## config.mk

```make
export PLATFORM = sky130hd
export DESIGN_NAME = frame_time_averager_core
export DESIGN_NICKNAME = d
export VERILOG_FILES = /design/src/hdl/fta_pkg.sv /design/src/hdl/fta_ram.sv /design/src/hdl/fta_div.sv /design/src/hdl/frame_time_averager_core.sv
export SDC_FILE = /design/constraint.sdc
export NUM_CORES = 2
export LEC_CHECK = 0
export BUFFER_PORTS_ARGS = -buffer_cell sky130_fd_sc_hd__buf_2
export CAP_MARGIN = 25
export CELL_PAD_IN_SITES_DETAIL_PLACEMENT = 1
export CELL_PAD_IN_SITES_GLOBAL_PLACEMENT = 2
export CORE_MARGIN = 2
export CORE_UTILIZATION = 43
export DETAILED_ROUTE_END_ITERATION = 16
export HOLD_SLACK_MARGIN = 0.06
export PLACE_DENSITY = 0.74
export SYNTH_ARGS = -nofsm -noshare
export SYNTH_HDL_FRONTEND = slang
export SYNTH_HIERARCHICAL = 1
export SYNTH_SLANG_ARGS = --single-unit
```

## constraint.sdc

```tcl
create_clock -name clk -period 8.7 [get_ports clk]
set_input_delay 0.87 -clock clk [delete_from_list [all_inputs] [get_ports clk]]
set_output_delay 0.87 -clock clk [all_outputs]
set_load 0.03 [all_outputs]
```

## src/hdl/fta_pkg.sv

```systemverilog
package fta_pkg;

	localparam int WIN_DEPTH  = 64;
	localparam int PTR_W      = (WIN_DEPTH > 1) ? $clog2(WIN_DEPTH) : 1;
	localparam int COUNT_W    = $clog2(WIN_DEPTH + 1);
	localparam int DUR_W      = 32;
	localparam int SUM_W      = DUR_W + ((WIN_DEPTH > 1) ? $clog2(WIN_DEPTH) : 0);
	localparam int TS_W       = 64;
	localparam int TPS_W      = 32;
	localparam int TICKS_W    = TPS_W + 2;
	localparam int DIV_CNT_W  = $clog2(SUM_W + 1);

	localparam logic [TPS_W-1:0] TPS_RESET = TPS_W'(1000);

	typedef enum logic {
		OP_RESTART = 1'b0,
		OP_TICK    = 1'b1
	} op_t;

endpackage

```

## src/hdl/fta_ram.sv

```systemverilog
module fta_ram #(
	parameter int WIDTH = 32,
	parameter int DEPTH = 64
) (
	input  logic                             clk,
	input  logic                             we,
	input  logic [$clog2(DEPTH > 1 ? DEPTH : 2)-1:0] waddr,
	input  logic [WIDTH-1:0]                 wdata,
	input  logic [$clog2(DEPTH > 1 ? DEPTH : 2)-1:0] raddr,
	output logic [WIDTH-1:0]                 rdata
);

	logic [WIDTH-1:0] mem [DEPTH];

	always_ff @(posedge clk) begin
		if (we) begin
			mem[waddr] <= wdata;
		end
		rdata <= mem[raddr];
	end

endmodule

```

## src/hdl/fta_div.sv

```systemverilog
// Restoring divider, one quotient bit per cycle.
module fta_div (
	input  logic                        clk,
	input  logic                        arst_n,
	input  logic                        start,
	input  logic [fta_pkg::SUM_W-1:0]   dividend,
	input  logic [fta_pkg::COUNT_W-1:0] divisor,
	output logic                        done,
	output logic [fta_pkg::DUR_W-1:0]   quotient
);

	import fta_pkg::*;

	logic [SUM_W-1:0]     quo_q;
	logic [COUNT_W-1:0]   rem_q;
	logic [DIV_CNT_W-1:0] cnt_q;
	logic                 busy_q;
	logic                 done_q;
	logic [COUNT_W:0]     trial;
	logic                 fits;

	assign trial = {rem_q, quo_q[SUM_W-1]};
	assign fits  = (trial >= {1'b0, divisor});

	always_ff @(posedge clk or negedge arst_n) begin
		if (!arst_n) begin
			busy_q <= 1'b0;
			done_q <= 1'b0;
			cnt_q  <= '0;
		end else begin
			done_q <= 1'b0;
			if (start) begin
				busy_q <= 1'b1;
				cnt_q  <= DIV_CNT_W'(SUM_W);
			end else if (busy_q) begin
				cnt_q <= cnt_q - 1'b1;
				if (cnt_q == DIV_CNT_W'(1)) begin
					busy_q <= 1'b0;
					done_q <= 1'b1;
				end
			end
		end
	end

	always_ff @(posedge clk) begin
		if (start) begin
			quo_q <= dividend;
			rem_q <= '0;
		end else if (busy_q) begin
			// remainder stays below the divisor, so the top trial bit drops out
			rem_q <= fits ? COUNT_W'(trial - {1'b0, divisor}) : trial[COUNT_W-1:0];
			quo_q <= {quo_q[SUM_W-2:0], fits};
		end
	end

	assign done     = done_q;
	assign quotient = quo_q[DUR_W-1:0];

endmodule

```

## src/hdl/frame_time_averager_core.sv

```systemverilog
// Frame time averager. Each item is a timestamped event: a restart loads the
// reference time, a tick measures the frame duration since the last event
// (saturated to 32 bits), pushes it into a 64-deep window when it lies within
// one second of the current mean, and updates the mean and the frames-per-
// second figure. Every item yields exactly one result carrying the mean,
// the latched rate and the window fill. A restart goes from the accepting
// state to the finishing state, which loads the output register. A tick
// first updates the window and starts the bit-serial divider that forms
// sum / count; the divider yields its SUM_W quotient bits, the quotient is
// taken into the mean, and the finishing state loads the output register.
// The input is ready again from the cycle the result appears, so no new
// item is taken before the last is through. One item is worked on at a
// time; a new item is taken while the previous result still waits on the
// output, and a finished item holds until that output register frees. The
// window lives in a circular buffer RAM; the running sum drops the oldest
// entry once the window is full, so no sweep over the window and no clearing
// pass after reset are needed. ticks_per_second resets to 1000; the user
// must write it only while the block is idle; the block does not enforce it.
module frame_time_averager_core (
	input  logic                         clk,
	input  logic                         arst_n,
	// configuration
	input  logic                         cfg_we,
	input  logic [fta_pkg::TPS_W-1:0]    cfg_data,
	// input items
	input  logic                         in_valid,
	output logic                         in_ready,
	input  logic                         operation,
	input  logic [fta_pkg::TS_W-1:0]     timestamp,
	// result items
	output logic                         out_valid,
	input  logic                         out_ready,
	output logic [fta_pkg::DUR_W-1:0]    average_frame_ticks,
	output logic [31:0]                  frame_rate,
	output logic [fta_pkg::COUNT_W-1:0]  samples_held
);

	import fta_pkg::*;

	typedef enum logic [2:0] {
		ST_IDLE,
		ST_PUSH,
		ST_DIV,
		ST_FIN
	} state_t;

	state_t             state_q;

	logic [TPS_W-1:0]   tps_q;
	logic [TS_W-1:0]    ref_q;
	logic [PTR_W-1:0]   wp_q;
	logic [COUNT_W-1:0] count_q;
	logic [SUM_W-1:0]   sum_q;
	logic [DUR_W-1:0]   mean_q;
	logic [31:0]        frames_q;
	logic [TICKS_W-1:0] ticks_q;
	logic [31:0]        rate_q;
	logic               div_start_q;

	logic [DUR_W-1:0]   dur_s1;

	logic               out_valid_q;
	logic [DUR_W-1:0]   out_mean_q;
	logic [31:0]        out_rate_q;
	logic [COUNT_W-1:0] out_count_q;

	logic               accept;
	logic [TS_W-1:0]    diff;
	logic [DUR_W-1:0]   dur_sat;
	logic [DUR_W-1:0]   old_dur;
	logic [DUR_W-1:0]   dev;
	logic               take;
	logic               full;
	logic [SUM_W-1:0]   sum_next;
	logic [TICKS_W-1:0] ticks_next;
	logic               div_done;
	logic [DUR_W-1:0]   div_quo;
	logic               out_free;

	assign in_ready = (state_q == ST_IDLE);
	assign accept   = in_valid && in_ready;
	assign out_free = !out_valid_q || out_ready;

	// duration since the last event, modulo 2^64, clamped to 32 bits
	assign diff    = timestamp - ref_q;
	assign dur_sat = (diff[TS_W-1:DUR_W] != '0) ? '1 : diff[DUR_W-1:0];

	// window acceptance: |d - mean| < ticks per second
	assign dev  = (dur_s1 >= mean_q) ? (dur_s1 - mean_q) : (mean_q - dur_s1);
	assign take = (dev < tps_q);
	assign full = (count_q == COUNT_W'(WIN_DEPTH));

	// running sum; the slot at the write pointer holds the oldest duration
	// once the window is full
	assign sum_next = sum_q + SUM_W'(dur_s1) - (full ? SUM_W'(old_dur) : '0);
	assign ticks_next = ticks_q + TICKS_W'(dur_s1);

	fta_ram #(
		.WIDTH (DUR_W),
		.DEPTH (WIN_DEPTH)
	) u_window (
		.clk   (clk),
		.we    (state_q == ST_PUSH && take),
		.waddr (wp_q),
		.wdata (dur_s1),
		.raddr (wp_q),
		.rdata (old_dur)
	);

	fta_div u_div (
		.clk      (clk),
		.arst_n   (arst_n),
		.start    (div_start_q),
		.dividend (sum_q),
		.divisor  (count_q),
		.done     (div_done),
		.quotient (div_quo)
	);

	always_ff @(posedge clk or negedge arst_n) begin
		if (!arst_n) begin
			state_q     <= ST_IDLE;
			tps_q       <= TPS_RESET;
			ref_q       <= '0;
			wp_q        <= '0;
			count_q     <= '0;
			sum_q       <= '0;
			mean_q      <= '0;
			frames_q    <= '0;
			ticks_q     <= '0;
			rate_q      <= '0;
			div_start_q <= 1'b0;
			out_valid_q <= 1'b0;
		end else begin
			div_start_q <= 1'b0;
			if (cfg_we) begin
				tps_q <= cfg_data;
			end
			// a finished item refills the output register as it drains
			if (state_q == ST_FIN && out_free) begin
				out_valid_q <= 1'b1;
			end else if (out_ready) begin
				out_valid_q <= 1'b0;
			end

			unique case (state_q)
				ST_IDLE: begin
					if (accept) begin
						ref_q <= timestamp;
						// window read for the oldest entry is issued this cycle
						state_q <= (op_t'(operation) == OP_TICK) ? ST_PUSH : ST_FIN;
					end
				end
				ST_PUSH: begin
					if (take) begin
						sum_q <= sum_next;
						wp_q  <= (wp_q == PTR_W'(WIN_DEPTH - 1)) ? '0 : wp_q + 1'b1;
						if (!full) begin
							count_q <= count_q + 1'b1;
						end
					end
					if (ticks_next > TICKS_W'(tps_q)) begin
						rate_q   <= frames_q + 1'b1;
						frames_q <= '0;
						ticks_q  <= '0;
					end else begin
						frames_q <= frames_q + 1'b1;
						ticks_q  <= ticks_next;
					end
					div_start_q <= 1'b1;
					state_q     <= ST_DIV;
				end
				ST_DIV: begin
					if (div_done) begin
						mean_q  <= (count_q == '0) ? '0 : div_quo;
						state_q <= ST_FIN;
					end
				end
				ST_FIN: begin
					if (out_free) begin
						state_q <= ST_IDLE;
					end
				end
				default: state_q <= ST_IDLE;
			endcase
		end
	end

	always_ff @(posedge clk) begin
		if (accept) begin
			dur_s1 <= dur_sat;
		end
		if (state_q == ST_FIN && out_free) begin
			out_mean_q  <= mean_q;
			out_rate_q  <= rate_q;
			out_count_q <= count_q;
		end
	end

	assign out_valid           = out_valid_q;
	assign average_frame_ticks = out_mean_q;
	assign frame_rate          = out_rate_q;
	assign samples_held        = out_count_q;

endmodule

```

==> out/summary.txt <==
Max Cap Viol: 0
Avg Cell Area, Syn: 16.1 um2
status: complete, no violations
Initial Util: 43.2%
Sink Count: 2517
grt ovf: 0
yosys warns: 6
die area: 260000 um2
asr flop ratio synth: 11.5%
DRT Wirelength: 334 mm
Seq cells post-synth: 2517
pwr/cell area: 321 nW/um2
largest net degree at the start of global routing: 136
clk buf depth: 4
Most Used Layer, Global Route: met2
post-synthesis sequential area ratio: 67.1%
initial antenna violation count: 40
RSZ-0062 raised after global routing: false
leakage power: 42.5 nW
Max Freq: 0.124 GHz
GP Congestion: 0.886
Setup CP Type: flip-flop to flip-flop
Row Count: 185
DP Wirelength: 215 mm
io pins: 175
nets@finish: 7550
Synthesized Nets: 7236
synthesized cell area: 110000 um2
worst relative slew slack: 25.7%
final setup fails: 0
Critical Path RT: 9290 ps
met3 Use GR: 5.09%
Worst setup EP type: flip-flop
cts bufs inserted: 291
DR WL/cell: 31.2 um
grt met2 use: 40.1%
Max FO, Critical Path: 66
Most used DFF post-synth: edfxtp_1
startpoint types: flip-flop
final setup margin: 626 ps
DR iter-0 viols: 6936
DP Area: 115000 um2
Die Y-Extent: 510 um
Layout area overhead: 13.2%
period utilization: 92.8%
Synth cell types: 106
Vias/cell: 6.03
number of global-route vias before repair: 67.0k
commonest non-fill, non-tap cell in the layout: edfxtp_1
WHS: 144 ps
Worst-Margin Slew: 1110 ps
crit path time final: 8070 ps
Fin. Hold Viols: 0
Clock Latency Late Sink: 970 ps
via count: 64.6k
fillers: 24.2k
worst clock skew: 87.0 ps
Placed Cells: 10.2k
H-tree depth: 5
reg2reg setup slack: 630 ps
layout cell share with drive strength beyond 1: 20.5%
met1 GRT Util: 36.5%
first-pass GRT wire length: 484 mm
TNS Setup: 0 ps
worst vdd ir: 0.340 mV
type of the tightest min-delay check: input pin to flip-flop
drt first pass iters: 6
most frequent cells in the layout: edfxtp_1, mux4_2, nand2_1
clk root buf: clkbuf_16
Slew Viols, Final: 0
DRT antenna net count: 0
Synth Instances: 6821
DIE WIDTH: 510 um
CTS clk-pin slew, worst paths: 60 ps
post-layout util: 49.0%
overall power: 39.9 mW
Remaining DRCs: 0
Post-synth EDFFs: 2189
CTS tree: yes
post-route cell area: 124000 um2
critical path arrival: 8660 ps
GRT Total Usage: 25.8%
non-filler instance count after layout: 10.7k
Core ar.: 254000 um2
worst slack, placed: 792 ps
I/O Buffers: 174
-- where the power goes --
part           total, mW  internal, mW  switching [mW]
logic               13.7          5.31            8.38
clock network       11.7          6.93            4.80
registers           14.5          13.9           0.562
-- worst paths after layout --
check                                        start                              to  cells after the start
min in group asynchronous                   arst_n          rate_q[28]$_DFFE_PN0P_                      2
hold / removal                       timestamp[54]           ref_q[54]$_DFFE_PN0P_                      3
setup reg to reg           dur_s1[0]$_SDFFCE_PP1P_  u_window/mem[56][12]$_DFFE_PP_                     27
setup / recovery           dur_s1[0]$_SDFFCE_PP1P_  u_window/mem[56][12]$_DFFE_PP_                     27
max in group asynchronous                   arst_n           ref_q[16]$_DFFE_PN0P_                      3
hold reg to reg              rate_q[8]$_DFFE_PN0P_         frame_rate[8]$_DFFE_PP_                      0
-- cell usage after synthesis (all sizes together) (122+ instances only) --
library cell	number	area (um2)
mux4	544	12300
clkbuf	174	654
inv	329	1230
a21oi	279	1410
nand2	439	1650
o21ai	316	1580
edfxtp	2189	65700
o22ai	122	763
buf	186	1120
dfrtp	283	7080
nor2	321	1210
ha	276	3450
-- logic make-up (layout without fill, tap and decap cells) --
group                      count (synthesis)  after routing  synth area share, %
AOI/OAI and AO/OA                       1182           1182                 6.91
DFF                                     2517           2517                 67.1
buffers and inverters                    690           1207                 2.75
other                                      0              8                    0
and+or+nand+nor                         1239           1239                 5.36
muxes                                    698            698                 12.6
xor gates and xnor gates                 182            182                 1.45
adders and majority gates                313            313                 3.82
-- worst max-delay path, stage by stage (launching register included) --
cell,delay (ps)
edfxtp_1,340
buf_4,680
ha_1,320
nor2b_1,50
o21a_1,170
o21ai_0,240
a21oi_1,160
a221o_1,410
a221o_1,370
a21o_1,200
a211oi_1,260
a21oi_1,120
xnor2_1,230
ha_1,300
a21oi_1,160
nor2b_1,60
o21ai_0,210
a211o_1,190
o221ai_1,120
a31oi_1,210
o21a_1,220
o21ai_4,70
inv_1,570
nor2b_1,350
nand2_1,350
buf_4,310
nor2_4,640
buf_4,370
-- state kept, by name, indices dropped and copies added (netlist names), 32 cells and up --
| signal | flops |
|---|---|
| rate_q | 32 |
| tps_q | 32 |
| u_window/mem | 2048 |
| u_div/quo_q | 38 |
| sum_q | 38 |
| mean_q | 32 |
| frames_q | 32 |
| dur_s1 | 32 |
| frame_rate | 32 |
| ticks_q | 34 |
| u_window/rdata | 32 |
| average_frame_ticks | 32 |
| ref_q | 64 |
-- layer usage --
metal	up-vias	share of wire (%)
met2	2587	46
met4	18	3.6
met1	34300	42
met5	-	0.031
li1	27200	-
met3	490	8.2
-- area by class of cell --
class	instances	area [um2]	share of cell area (%)
clock buffer	373	7800	6.27
clock inverter	123	1160	0.933
timing repair buffer	382	2580	2.08
antenna	8	20.0	0.0161
sequential	2517	73800	59.3
tap	3366	4210	3.38
inverter	329	1240	0.994
multi-input combinational	3614	33700	27.0
-- repair_timing --
action | 4_1_cts | 5_1_grt
hold buffers | 1 | 0
setup buffers | 0 | 0
resized for setup | 0 | 0
hold endpoints to repair | 54 | 0
No activity file was read; power rests on OpenSTA's default activity.
